### src/hdl/bmpd_pkg.sv
// Shared types and constants for the 24-bit BMP stream decoder.
// No dependencies; imported by every module of the block.
package bmpd_pkg;

    // Parse phases
    localparam logic [1:0] PH_HEADER = 2'd0;
    localparam logic [1:0] PH_PIXELS = 2'd1;
    localparam logic [1:0] PH_DONE   = 2'd2;

    // Error codes
    localparam logic [2:0] ERR_NOT_BMP     = 3'd0;
    localparam logic [2:0] ERR_SIZE        = 3'd1;
    localparam logic [2:0] ERR_INFO_HDR    = 3'd2;
    localparam logic [2:0] ERR_COMPRESSION = 3'd3;
    localparam logic [2:0] ERR_BIT_COUNT   = 3'd4;
    localparam logic [2:0] ERR_DIMENSIONS  = 3'd5;

    // Header byte offsets (file header then info header, little-endian)
    localparam logic [5:0] OFS_SIG      = 6'd0;
    localparam logic [5:0] OFS_SIZE     = 6'd2;
    localparam logic [5:0] OFS_INFO     = 6'd14;
    localparam logic [5:0] OFS_WIDTH    = 6'd18;
    localparam logic [5:0] OFS_HEIGHT   = 6'd22;
    localparam logic [5:0] OFS_BITS     = 6'd28;
    localparam logic [5:0] OFS_COMP     = 6'd30;
    localparam logic [5:0] IDX_FILE_END = 6'd13;
    localparam logic [5:0] IDX_INFO_END = 6'd53;

    // Expected header values
    localparam logic [15:0] BMP_SIGNATURE  = 16'h4D42;
    localparam logic [31:0] INFO_HDR_LEN   = 32'd40;
    localparam logic [15:0] BITS_24        = 16'd24;
    localparam logic [31:0] NO_COMPRESSION = 32'h0000_0000;

    typedef struct packed {
        logic        is_error;
        logic [2:0]  error_code;
        logic [7:0]  red;
        logic [7:0]  green;
        logic [7:0]  blue;
        logic [11:0] column;
        logic [11:0] row;
        logic        last_pixel;
    } t_result;

endpackage

### src/hdl/bmpd_parser.sv
// Header capture/checks and pixel unpacking for the BMP stream decoder.
// Depends on bmpd_pkg. State advances only when i_step is high.
module bmpd_parser
    import bmpd_pkg::*;
#(
    parameter int MAX_WIDTH  = 4096,
    parameter int MAX_HEIGHT = 4096
) (
    input  logic        i_clk,
    input  logic        i_rst_n,
    input  logic        i_step,
    input  logic [7:0]  i_byte,
    input  logic        i_sof,
    input  logic [31:0] i_file_length,
    output logic        o_res_vld,
    output t_result     o_res
);

    localparam int CW = $clog2(MAX_WIDTH + 1);
    localparam int RW = $clog2(MAX_HEIGHT + 1);
    localparam logic [31:0] MAX_W32 = 32'(MAX_WIDTH);
    localparam logic [31:0] MAX_H32 = 32'(MAX_HEIGHT);

    logic [5:0]    r_idx,    n_idx;
    logic [1:0]    r_phase,  n_phase;
    logic [15:0]   r_sig,    n_sig;
    logic [31:0]   r_size,   n_size;
    logic [31:0]   r_info,   n_info;
    logic [31:0]   r_width,  n_width;
    logic [31:0]   r_height, n_height;
    logic [15:0]   r_bits,   n_bits;
    logic [31:0]   r_comp,   n_comp;
    logic [CW-1:0] r_col,    n_col;
    logic [RW-1:0] r_row,    n_row;
    logic [1:0]    r_bip,    n_bip;
    logic [1:0]    r_pad,    n_pad;
    logic [7:0]    r_blue,   n_blue;
    logic [7:0]    r_green,  n_green;

    logic [5:0] eff_idx;
    logic [1:0] eff_phase;
    logic [5:0] rel_sig, rel_size, rel_info, rel_width, rel_height, rel_bits, rel_comp;
    logic       last_col, last_row, bad_dims;

    always_comb begin
        eff_idx   = i_sof ? 6'd0 : r_idx;
        eff_phase = i_sof ? PH_HEADER : r_phase;
        rel_sig    = eff_idx - OFS_SIG;
        rel_size   = eff_idx - OFS_SIZE;
        rel_info   = eff_idx - OFS_INFO;
        rel_width  = eff_idx - OFS_WIDTH;
        rel_height = eff_idx - OFS_HEIGHT;
        rel_bits   = eff_idx - OFS_BITS;
        rel_comp   = eff_idx - OFS_COMP;
        last_col = (({1'b0, r_col} + (CW+1)'(1)) == r_width[CW:0]);
        last_row = (({1'b0, r_row} + (RW+1)'(1)) == r_height[RW:0]);
        bad_dims = (r_width == 32'd0) || (r_height == 32'd0) ||
                   (r_width > MAX_W32) || (r_height > MAX_H32);
    end

    always_comb begin
        n_idx = r_idx;     n_phase = r_phase;
        n_sig = r_sig;     n_size = r_size;   n_info = r_info;
        n_width = r_width; n_height = r_height;
        n_bits = r_bits;   n_comp = r_comp;
        n_col = r_col;     n_row = r_row;     n_bip = r_bip;  n_pad = r_pad;
        n_blue = r_blue;   n_green = r_green;
        o_res_vld = 1'b0;
        o_res     = '0;

        if (eff_phase == PH_HEADER) begin
            n_phase = PH_HEADER;
            n_idx   = eff_idx + 6'd1;
            // lanes are written in order from byte 0, so no clearing needed
            case (eff_idx) inside
                [OFS_SIG:OFS_SIG+6'd1]:        n_sig[8*rel_sig[0] +: 8] = i_byte;
                [OFS_SIZE:OFS_SIZE+6'd3]:      n_size[8*rel_size[1:0] +: 8] = i_byte;
                [OFS_INFO:OFS_INFO+6'd3]:      n_info[8*rel_info[1:0] +: 8] = i_byte;
                [OFS_WIDTH:OFS_WIDTH+6'd3]:    n_width[8*rel_width[1:0] +: 8] = i_byte;
                [OFS_HEIGHT:OFS_HEIGHT+6'd3]:  n_height[8*rel_height[1:0] +: 8] = i_byte;
                [OFS_BITS:OFS_BITS+6'd1]:      n_bits[8*rel_bits[0] +: 8] = i_byte;
                [OFS_COMP:OFS_COMP+6'd3]:      n_comp[8*rel_comp[1:0] +: 8] = i_byte;
                default: ;
            endcase

            if (eff_idx == IDX_FILE_END) begin
                if (r_sig != BMP_SIGNATURE) begin
                    o_res_vld = 1'b1; o_res.error_code = ERR_NOT_BMP;
                end else if (r_size != i_file_length) begin
                    o_res_vld = 1'b1; o_res.error_code = ERR_SIZE;
                end
            end else if (eff_idx == IDX_INFO_END) begin
                if (r_info != INFO_HDR_LEN) begin
                    o_res_vld = 1'b1; o_res.error_code = ERR_INFO_HDR;
                end else if (r_comp != NO_COMPRESSION) begin
                    o_res_vld = 1'b1; o_res.error_code = ERR_COMPRESSION;
                end else if (r_bits != BITS_24) begin
                    o_res_vld = 1'b1; o_res.error_code = ERR_BIT_COUNT;
                end else if (bad_dims) begin
                    o_res_vld = 1'b1; o_res.error_code = ERR_DIMENSIONS;
                end else begin
                    n_phase = PH_PIXELS;
                    n_col = '0; n_row = '0; n_bip = 2'd0; n_pad = 2'd0;
                end
            end
            if (o_res_vld) begin
                o_res.is_error = 1'b1;
                n_phase = PH_DONE;
            end
        end else if (eff_phase == PH_PIXELS) begin
            if (r_pad != 2'd0) begin
                n_pad = r_pad - 2'd1;
                if (r_pad == 2'd1) begin
                    n_col = '0;
                    n_row = r_row + RW'(1);
                end
            end else begin
                case (r_bip)
                    2'd0: begin
                        n_blue = i_byte;
                        n_bip  = 2'd1;
                    end
                    2'd1: begin
                        n_green = i_byte;
                        n_bip   = 2'd2;
                    end
                    default: begin
                        n_bip = 2'd0;
                        o_res_vld        = 1'b1;
                        o_res.red        = i_byte;
                        o_res.green      = r_green;
                        o_res.blue       = r_blue;
                        o_res.column     = 12'(r_col);
                        // rows arrive bottom first; flip to top-down
                        o_res.row        = r_height[11:0] - 12'd1 - 12'(r_row);
                        o_res.last_pixel = last_col && last_row;
                        if (last_col) begin
                            if (last_row) begin
                                n_phase = PH_DONE;
                            end else begin
                                n_pad = r_width[1:0];
                                if (r_width[1:0] == 2'd0) begin
                                    n_col = '0;
                                    n_row = r_row + RW'(1);
                                end
                            end
                        end else begin
                            n_col = r_col + CW'(1);
                        end
                    end
                endcase
            end
        end
    end

    always_ff @(posedge i_clk) begin
        if (!i_rst_n) begin
            r_idx   <= '0;
            r_phase <= PH_HEADER;
            r_col   <= '0;
            r_row   <= '0;
            r_bip   <= 2'd0;
            r_pad   <= 2'd0;
        end else if (i_step) begin
            r_idx   <= n_idx;
            r_phase <= n_phase;
            r_col   <= n_col;
            r_row   <= n_row;
            r_bip   <= n_bip;
            r_pad   <= n_pad;
        end
    end

    always_ff @(posedge i_clk) begin
        if (i_step) begin
            r_sig    <= n_sig;
            r_size   <= n_size;
            r_info   <= n_info;
            r_width  <= n_width;
            r_height <= n_height;
            r_bits   <= n_bits;
            r_comp   <= n_comp;
            r_blue   <= n_blue;
            r_green  <= n_green;
        end
    end

endmodule

### src/hdl/bmpd_out_stage.sv
// Output register for decoded results; frees itself when the sink takes the transfer.
// Depends on bmpd_pkg for the result struct.
module bmpd_out_stage
    import bmpd_pkg::*;
(
    input  logic    i_clk,
    input  logic    i_rst_n,
    input  logic    i_load,
    input  t_result i_res,
    input  logic    i_ready,
    output logic    o_free,
    output logic    o_vld,
    output t_result o_res
);

    logic    r_vld;
    t_result r_res;

    assign o_free = !r_vld || i_ready;
    assign o_vld  = r_vld;
    assign o_res  = r_res;

    always_ff @(posedge i_clk) begin
        if (!i_rst_n) begin
            r_vld <= 1'b0;
        end else if (i_load) begin
            r_vld <= 1'b1;
        end else if (i_ready) begin
            r_vld <= 1'b0;
        end
    end

    always_ff @(posedge i_clk) begin
        if (i_load) begin
            r_res <= i_res;
        end
    end

endmodule

### src/hdl/bmp24_stream_decoder.sv
// Path: an input transfer lands in the input register, which feeds the parser; a result
//   is then loaded into the output register, which drives the master side.
// Throughput: one byte per cycle; bytes that yield no result never wait on the sink,
//   bytes that yield a result wait only while the output register is full and stalled.
// Reset: synchronous active-low i_rst_n clears the parser to the header phase,
//   empties the input and output registers and sets file_length to zero.
// Depends on bmpd_pkg, bmpd_parser and bmpd_out_stage.
module bmp24_stream_decoder
    import bmpd_pkg::*;
#(
    parameter int MAX_WIDTH  = 4096,
    parameter int MAX_HEIGHT = 4096
) (
    input  logic        i_clk,
    input  logic        i_rst_n,
    // configuration: file_length
    input  logic        i_cfg_valid,
    output logic        o_cfg_ready,
    input  logic [31:0] i_cfg_data,
    // input stream
    input  logic        i_s_axis_tvalid,
    output logic        o_s_axis_tready,
    input  logic [7:0]  i_s_axis_tdata,   // [7:0] data_byte
    input  logic        i_s_axis_tuser,   // [0] start_of_file
    // result stream
    output logic        o_m_axis_tvalid,
    input  logic        i_m_axis_tready,
    output logic [55:0] o_m_axis_tdata,   // [2:0] error_code, [10:3] red, [18:11] green,
                                          // [26:19] blue, [38:27] column, [50:39] row
    output logic        o_m_axis_tuser,   // [0] is_error
    output logic        o_m_axis_tlast    // last_pixel
);

    logic [31:0] r_file_length;

    // input register
    logic       r_in_vld;
    logic [7:0] r_in_byte;
    logic       r_in_sof;

    logic    res_vld;
    t_result res;
    logic    out_free;
    logic    out_vld;
    t_result out_res;
    logic    advance;

    // Config writes must be made only while idle; the block does not enforce this. The port is always ready.
    assign o_cfg_ready = 1'b1;

    always_ff @(posedge i_clk) begin
        if (!i_rst_n) begin
            r_file_length <= 32'd0;
        end else if (i_cfg_valid) begin
            r_file_length <= i_cfg_data;
        end
    end

    // A held byte moves on when it makes no result or the output slot is free.
    assign advance         = r_in_vld && (out_free || !res_vld);
    assign o_s_axis_tready = !r_in_vld || advance;

    always_ff @(posedge i_clk) begin
        if (!i_rst_n) begin
            r_in_vld <= 1'b0;
        end else if (o_s_axis_tready) begin
            r_in_vld <= i_s_axis_tvalid;
        end
    end

    always_ff @(posedge i_clk) begin
        if (o_s_axis_tready && i_s_axis_tvalid) begin
            r_in_byte <= i_s_axis_tdata;
            r_in_sof  <= i_s_axis_tuser;
        end
    end

    bmpd_parser #(
        .MAX_WIDTH  (MAX_WIDTH),
        .MAX_HEIGHT (MAX_HEIGHT)
    ) u_parser (
        .i_clk         (i_clk),
        .i_rst_n       (i_rst_n),
        .i_step        (advance),
        .i_byte        (r_in_byte),
        .i_sof         (r_in_sof),
        .i_file_length (r_file_length),
        .o_res_vld     (res_vld),
        .o_res         (res)
    );

    bmpd_out_stage u_out (
        .i_clk   (i_clk),
        .i_rst_n (i_rst_n),
        .i_load  (advance && res_vld),
        .i_res   (res),
        .i_ready (i_m_axis_tready),
        .o_free  (out_free),
        .o_vld   (out_vld),
        .o_res   (out_res)
    );

    assign o_m_axis_tvalid = out_vld;
    assign o_m_axis_tuser  = out_res.is_error;
    assign o_m_axis_tlast  = out_res.last_pixel;
    assign o_m_axis_tdata  = {5'd0, out_res.row, out_res.column, out_res.blue,
                              out_res.green, out_res.red, out_res.error_code};

`ifndef SYNTHESIS
    // An error transfer never carries the last-pixel mark.
    a_err_not_last: assert property (@(posedge i_clk) disable iff (!i_rst_n)
        o_m_axis_tvalid && o_m_axis_tuser |-> !o_m_axis_tlast)
        else $error("error result marked as last pixel");

    // Error codes stay within the defined set.
    a_err_code: assert property (@(posedge i_clk) disable iff (!i_rst_n)
        o_m_axis_tvalid && o_m_axis_tuser |-> o_m_axis_tdata[2:0] <= ERR_DIMENSIONS)
        else $error("error code out of range");

    // A byte with a pending result stalls in the input register while the sink stalls.
    a_in_hold: assert property (@(posedge i_clk) disable iff (!i_rst_n)
        r_in_vld && res_vld && out_vld && !i_m_axis_tready
        |=> r_in_vld && $stable(r_in_byte) && $stable(r_in_sof))
        else $error("byte with pending result lost during stall");

    // A result is loaded only into a free output register.
    a_no_overwrite: assert property (@(posedge i_clk) disable iff (!i_rst_n)
        advance && res_vld |-> !out_vld || i_m_axis_tready)
        else $error("output register overwritten");
`endif

endmodule

### config.mk
export PLATFORM = sky130hd
export DESIGN_NAME = bmp24_stream_decoder
export DESIGN_NICKNAME = d
export VERILOG_FILES = /design/src/hdl/bmpd_pkg.sv /design/src/hdl/bmpd_parser.sv /design/src/hdl/bmpd_out_stage.sv /design/src/hdl/bmp24_stream_decoder.sv
export SDC_FILE = /design/constraint.sdc
export NUM_CORES = 1
export LEC_CHECK = 0
export BUFFER_PORTS_ARGS = -buffer_cell sky130_fd_sc_hd__buf_2
export CAP_MARGIN = 20
export CORE_UTILIZATION = 35
export DETAILED_ROUTE_END_ITERATION = 8
export PLACE_DENSITY_LB_ADDON = 0.25
export REMOVE_ABC_BUFFERS = 1
export SLEW_MARGIN = 15
export SYNTH_ARGS = -nofsm -noshare
export SYNTH_HDL_FRONTEND = slang
export SYNTH_SLANG_ARGS = --single-unit
### constraint.sdc
create_clock -name i_clk -period 4.4 [get_ports i_clk]
set_input_delay 0 -clock i_clk [delete_from_list [all_inputs] [get_ports i_clk]]
set_output_delay 0 -clock i_clk [all_outputs]
set_load 0.1 [all_outputs]
==> results.toml, run 1 <==
[status]
status = "finished with violations"
violations = "design-rule violations"

[drt]
routed-via-count = 9737
wire_per_inst_um = 19.2
firstDrtPassIters = 8
routed_wl_um = 36600
wl_met1_um = 16300
vias_per_cell = 5.11
drcViolationCount = 7
ant_nets = 0
drt_first_iter_violations = 736
wl_met2_um = 17600
wl_met3_um = 1860
maxUsedRoutingLayer = "met4"

[power]
p_per_area_nw_per_um2 = 387
peakVddDrop_v = 0.000287
p_leak_nw = 6.26
power.total_mw = 6.78

[yosys]
synthCells = 1177
yosysSeqAreaShare = 0.651
postSynthAreaPerCell_um2 = 12.5
yosysTopAreaCell = "edfxtp_1"
ys_top_cells_by_area = "edfxtp_1 (55%), dfxtp_1 (9.8%), xnor2_1 (3.3%)"
synth_cell_types = 79
synth-seq-cells = 342
synth_top_area_frac = 0.553
synth-main-ff-cell = "edfxtp_1"
synth_edf_count = 270
syn_area_um2 = 14700
yosys_warnings = 0
ys_async_sr_fraction = 0

[cells_and_area]
final_util = 0.426
drive_gt1_frac = 0.154
diodes = 0
final_cell_mix = "edfxtp_1 (270), nor2_1 (124), buf_2 (100)"
final_common_cell = "edfxtp_1"
fin_cells = 1905
final_nets = 1409
syn2layout_area_growth_pct = 19.5

[sta]
fmax_mhz = 270
rsz0062_at_grt = "no"
finalWorstSetupSlack_ns = 0.698
skew_ns = 0.0218
worst_pin_slew_ns = 0.988
fin_crit_sh = 0.841
relSlewSlack = 0.336
setup_viol = 0
hold_viol_final = 0
fin_tns_setup_ns = 0
final.min_clock_period_ns = 3.70
maxSlewViolCount = 0

[die]
std_cell_rows = 74
boundaryPins = 107
dieArea_um2 = 42700
die_y_um = 207
core_um2 = 41100
die_w_um = 207
start_util = 0.357

[clocking]
cts_max_level = 2
clk_latency_ns = 0.56
cts_sinks = 342
post-cts-setup-buffer-count = 0
cts_tree = "yes"
path_clk_slew_ns = 0.06
cts_buffers = 37
ctsResizeCount = 0
cts_hold_buffers = 44
clockBufferDepth = 3
ctsRootBufferMaster = "clkbuf_16"

[critical_path]
cp.required_ns = 4.66
max_stage_delay_ns = 0.63
cp_data_arrival_time_ns = 3.96
start_kind = "flip-flop"
crit_type = "reg2reg"
crit_path_cell_trace = "nor4_1 -> nand4_1 -> nor4_1 -> nand4b_4 -> a22oi_4 -> a21oi_2 -> or2_1 -> buf_4 -> nor3_1 -> nor3b_1 -> buf_4"
cp_max_fo = 12
end_kind = "flip-flop"
critical-path-slowest-cell = "nor4_1"

[global_routing]
overflow = 0
grt.total_usage = 0.173
antenna_found_initial = 0
grt_start_max_net_pins = 39
grt_pass1_vias = 9362
grt_pass1_wl_um = 55100

[place]
place_inst = 1793
pre_cts_ws_ns = 0.656
gp_congestion = 0.908
place_hpwl_um = 25700
io_buffer_count = 100

[worst_hold_path]
hp-class = "in2reg"

[job]
max_cap_viol_count = 0
## logic make-up after synthesis
| group | Yosys count | synth area share |
|---|---|---|
| AO/OA/AOI/OAI | 154 | 0.0737 |
| buffers and inverters | 103 | 0.0284 |
| multiplexers | 39 | 0.0267 |
| flip-flops | 342 | 0.651 |
| adder cells (fa/ha/maj) | 19 | 0.0167 |
| XOR/XNOR | 70 | 0.0418 |
| other | 2 | 0.000512 |
| AND/OR/NAND/NOR | 448 | 0.161 |
## Yosys cell counts, drive strengths merged, types with 3 or more instances
cell / count
or2: 9
nor4: 47
ha: 18
nor3b: 7
o22ai: 3
xnor2: 55
a21o: 5
o21a: 4
a21boi: 3
o41ai: 3
nand4b: 4
a41oi: 3
nor4b: 3
nor2: 127
o211ai: 5
nor4bb: 4
dfxtp: 72
and3: 10
edfxtp: 270
nand3: 21
inv: 47
mux2i: 38
xor2: 15
o31ai: 12
o21ai: 25
a21oi: 29
a211oi: 4
and4: 4
o311ai: 13
clkbuf: 42
nor2b: 10
nand4: 31
nand2: 66
or3: 8
or4: 4
nor3: 36
a22oi: 3
a31oi: 19
and2: 45
buf: 14
nand2b: 8
## final cells by class
| cell class | count | area (um^2) |
|---|---|---|
| Clock inverter | 17 | 163 |
| Tap cell | 532 | 666 |
| Clock buffer | 51 | 1030 |
| Inverter | 47 | 176 |
| Fill cell | 3863 | 23600 |
| Timing Repair Buffer | 180 | 1210 |
| Sequential cell | 342 | 9550 |
| Multi-Input combinational cell | 736 | 4730 |
## routing by layer
layer	global-route usage	vias up
li1	-	4714
met2	0.285	270
met5	0	-
met1	0.228	4694
met3	0.0366	59
met4	0.0498	0
## registers in the layout, summed over array words and instances (netlist names)
register           flops
u_parser.r_pad         2
u_parser.r_width      32
r_file_length         32
r_in_byte              8
u_parser.r_comp       32
r_in_vld               1
u_parser.r_idx         6
u_parser.r_green       8
u_out.o_res           53
u_parser.r_blue        8
r_in_sof               1
u_parser.r_bip         2
u_parser.r_col        13
u_parser.r_phase       2
u_out.o_vld            1
u_parser.r_sig        16
u_parser.r_bits       16
u_parser.r_info       32
u_parser.r_row        13
u_parser.r_size       32
u_parser.r_height     32
## worst max-delay path: cells and delay by family (launching register included)
kind            cells  cell delay, ns
compound gates      2            0.38
flops               1            0.37
buf+inv             2            0.42
simple gates        7            2.24
## power by group
group	internal [mW]	switching, mW
combinational	0.0891	0.149
clock	1.73	1.29
sequential	3.50	0.0299
## path summary, 6_finish.rpt
check | start | to | slack [ns] | cells past startpoint
hold reg to reg | u_parser.r_bip[0]$_SDFFE_PN0P_ | u_parser.r_bip[0]$_SDFFE_PN0P_ | 0.48 | 1
hold / removal | i_s_axis_tdata[4] | r_in_byte[4]$_DFFE_PP_ | 0.16 | 2
setup / recovery | u_parser.r_height[18]$_DFFE_PP_ | u_parser.r_height[5]$_DFFE_PP_ | 0.70 | 11
setup reg to reg | u_parser.r_height[18]$_DFFE_PP_ | u_parser.r_height[5]$_DFFE_PP_ | 0.70 | 11
## metrics by stage
step | instance area (um^2) | hold slack, ns
2_1_floorplan | 14400 | 0.0989
3_3_place_gp | 15900 | 0.179
3_5_place_dp | 15900 | 0.180
4_1_cts | 17500 | 0.136
5_1_grt | 17500 | 0.143
6_report | 17500 | 0.165
Note: power is estimated with default switching activity, not from simulation.
==> inputs of run 2 (changes only) <==
ABC_AREA = 1   (was not set)
clock period = 3.1 ns   (was 4.4 ns; I/O delays follow)
==> results.toml, run 2 <==
[yosys]
yosys.area_share.simple = 0.229
synth-main-ff-cell = "edfxtp_1"
yosysMostFrequentCell = "nor2_1"
ys_async_sr_fraction = 0
ys_top_cells_by_area = "edfxtp_1 (53%), dfxtp_1 (9.5%), nor2_1 (8.1%)"
synth_cell_types = 48
synth_edf_count = 270
synthCells = 1556
yosysTopAreaCell = "edfxtp_1"
synthTopCellsByCount = "nor2_1 (326), edfxtp_1 (270), nand2_1 (259)"
synth_top_area_frac = 0.534
synth_fa_ha_area_frac = 0.0161
yosysSeqAreaShare = 0.629
postSynthAreaPerCell_um2 = 9.76
syn_area_um2 = 15200
yosys.area_share.xor_xnor = 0.0271
synth_mux_area_frac = 0
synth-seq-cells = 342
yosys_warnings = 0
synth_top_family_by_area = "simple AND/OR/NAND/NOR gates"
synth_compound_area_frac = 0.0390

[die]
dieArea_um2 = 44200
std_cell_rows = 75
die_y_um = 210
start_util = 0.358
core_um2 = 42400
die_w_um = 210
boundaryPins = 107

[place]
io_buffer_count = 100
place_inst = 2311
gp_congestion = 0.880
place_hpwl_um = 27000

[sta]
setup_viol = 0
final.min_clock_period_ns = 2.86
fmax_mhz = 349
fin_crit_sh = 0.924
worst_pin_slew_ns = 0.975
skew_ns = 0.0221
hold_ws_ns = 0.00875
rsz0062_at_grt = "no"
maxSlewViolCount = 0
relSlewSlack = 0.345
hold_viol_final = 0

[clocking]
post-cts-setup-buffer-count = 0
path_clk_slew_ns = 0.06
cts_tree = "yes"
clockBufferDepth = 3
cts_buffers = 38
clk_latency_ns = 0.56
cts_sinks = 342
ctsRootBufferMaster = "clkbuf_16"
cts_max_level = 2

[cells_and_area]
final_nets = 1901
largest_reg_flops = 53
drive_gt1_frac = 0.183
final_common_cell = "nor2_1"
syn2layout_area_growth_pct = 25.8
diodes = 0
fillers = 4101
final_cell_mix = "nor2_1 (313), edfxtp_1 (270), nand2_1 (257)"
fin_cells = 2443

[drt]
vias_per_cell = 4.67
drcViolationCount = 0
routed-via-count = 11400
drt_first_iter_violations = 638
firstDrtPassIters = 5
ant_nets = 0
wire_per_inst_um = 15.7
routed_wl_um = 38300

[critical_path]
cp_data_arrival_time_ns = 2.86
critPathBufInv = 6
cpMostUsedCell = "nand2_1"
critical-path-slowest-cell = "edfxtp_1"
crit_type = "reg2out"
cpLargestDelayFamily = "buffers and inverters"
max_stage_delay_ns = 0.42
cp_max_fo = 5
end_kind = "output port"
crit_path_cell_trace = "buf_4 -> inv_1 -> nand2_1 -> nor2_1 -> inv_1 -> nor3_2 -> buf_4 -> nand2_1 -> nand2_1 -> nand2_1 -> nand2_1 -> buf_4 -> nand3_1 -> buf_2"
cp.required_ns = 3.10
start_kind = "flip-flop"

[global_routing]
antenna_found_initial = 0
grt_pass1_vias = 10900
grt_start_max_net_pins = 55
grt_pass1_wl_um = 59900
grt.total_usage = 0.176
overflow = 0

[power]
peakVddDrop_v = 0.000338
p_per_area_nw_per_um2 = 532
p_leak_nw = 7.11

[status]
status = "finished clean"

[worst_hold_path]
hp-class = "in2reg"

[job]
max_cap_viol_count = 0
## run 2: path summary, 6_finish.rpt
kind,endpoint,cells past startpoint,slack [ns],from
setup / recovery,o_s_axis_tready,14,0.24,r_in_sof$_DFFE_PP_
hold / removal,r_file_length[15]$_SDFFE_PN0P_,3,0.009,i_cfg_valid
setup reg to reg,u_parser.r_size[21]$_DFFE_PP_,18,0.24,u_parser.r_size[11]$_DFFE_PP_
hold reg to reg,r_file_length[4]$_SDFFE_PN0P_,2,0.47,r_file_length[4]$_SDFFE_PN0P_
## run 2: kinds of logic after synthesis
| kind of cell | count (synthesis) |
|---|---|
| AO/OA/AOI/OAI | 108 |
| XOR/XNOR | 47 |
| adder cells (fa/ha/maj) | 19 |
| buffers and inverters | 233 |
| flip-flops | 342 |
| other | 2 |
| AND/OR/NAND/NOR | 805 |
## run 2: power by group
part / switching [mW] / internal, mW / leakage (nW)
combinational: 0.364 / 0.228 / 3.82
sequential: 0.0507 / 4.99 / 2.69
clock: 1.85 / 2.68 / 0.599
## run 2: area by class of cell
class | instances | area (um^2) | share of cell area
clock buffer | 47 | 1020 | 0.0532
sequential | 342 | 9550 | 0.500
inverter | 189 | 713 | 0.0373
timing repair buffer | 279 | 2020 | 0.106
clock inverter | 23 | 238 | 0.0124
tap | 577 | 722 | 0.0378
multi-input combinational | 985 | 4840 | 0.253
timing repair inverter | 1 | 7.51 | 0.000393
## run 2: stage by stage
stage | setup WS, ns | util | setup TNS [ns] | power (mW) | area, um^2
floorplan | -1.06 | - | -254.37 | 5.43 | 15000
global placement | 0.0900 | 0.404 | 0 | 5.66 | 17100
detailed placement | 0.0981 | 0.404 | 0 | 5.66 | 17100
CTS | 0.0768 | 0.448 | 0 | 10.3 | 19000
global route | 0.00704 | 0.451 | 0 | 10.5 | 19100
finish | 0.236 | 0.451 | 0 | 10.2 | 19100
## run 2: worst min-delay path: stages
cell and delay, ns:
buf_2 0.25, o21ai_0 0.22, nor2_1 0.04
## run 2: what timing repair did
| item | CTS | global route |
|---|---|---|
| endpoints found under the hold margin | 60 | 0 |
| hold buffers | 61 | 0 |
| resized for setup | 0 | 28 |
| endpoints found under the setup margin | 0 | 223 |
## run 2: routing by layer
layer / global-route usage / vias to the layer above / share of wire
li1: - / 5716 / -
met1: 0.237 / 5368 / 0.46
met2: 0.292 / 269 / 0.47
met3: 0.0276 / 59 / 0.047
met4: 0.0574 / 0 / 0.023
met5: 0 / - / 0
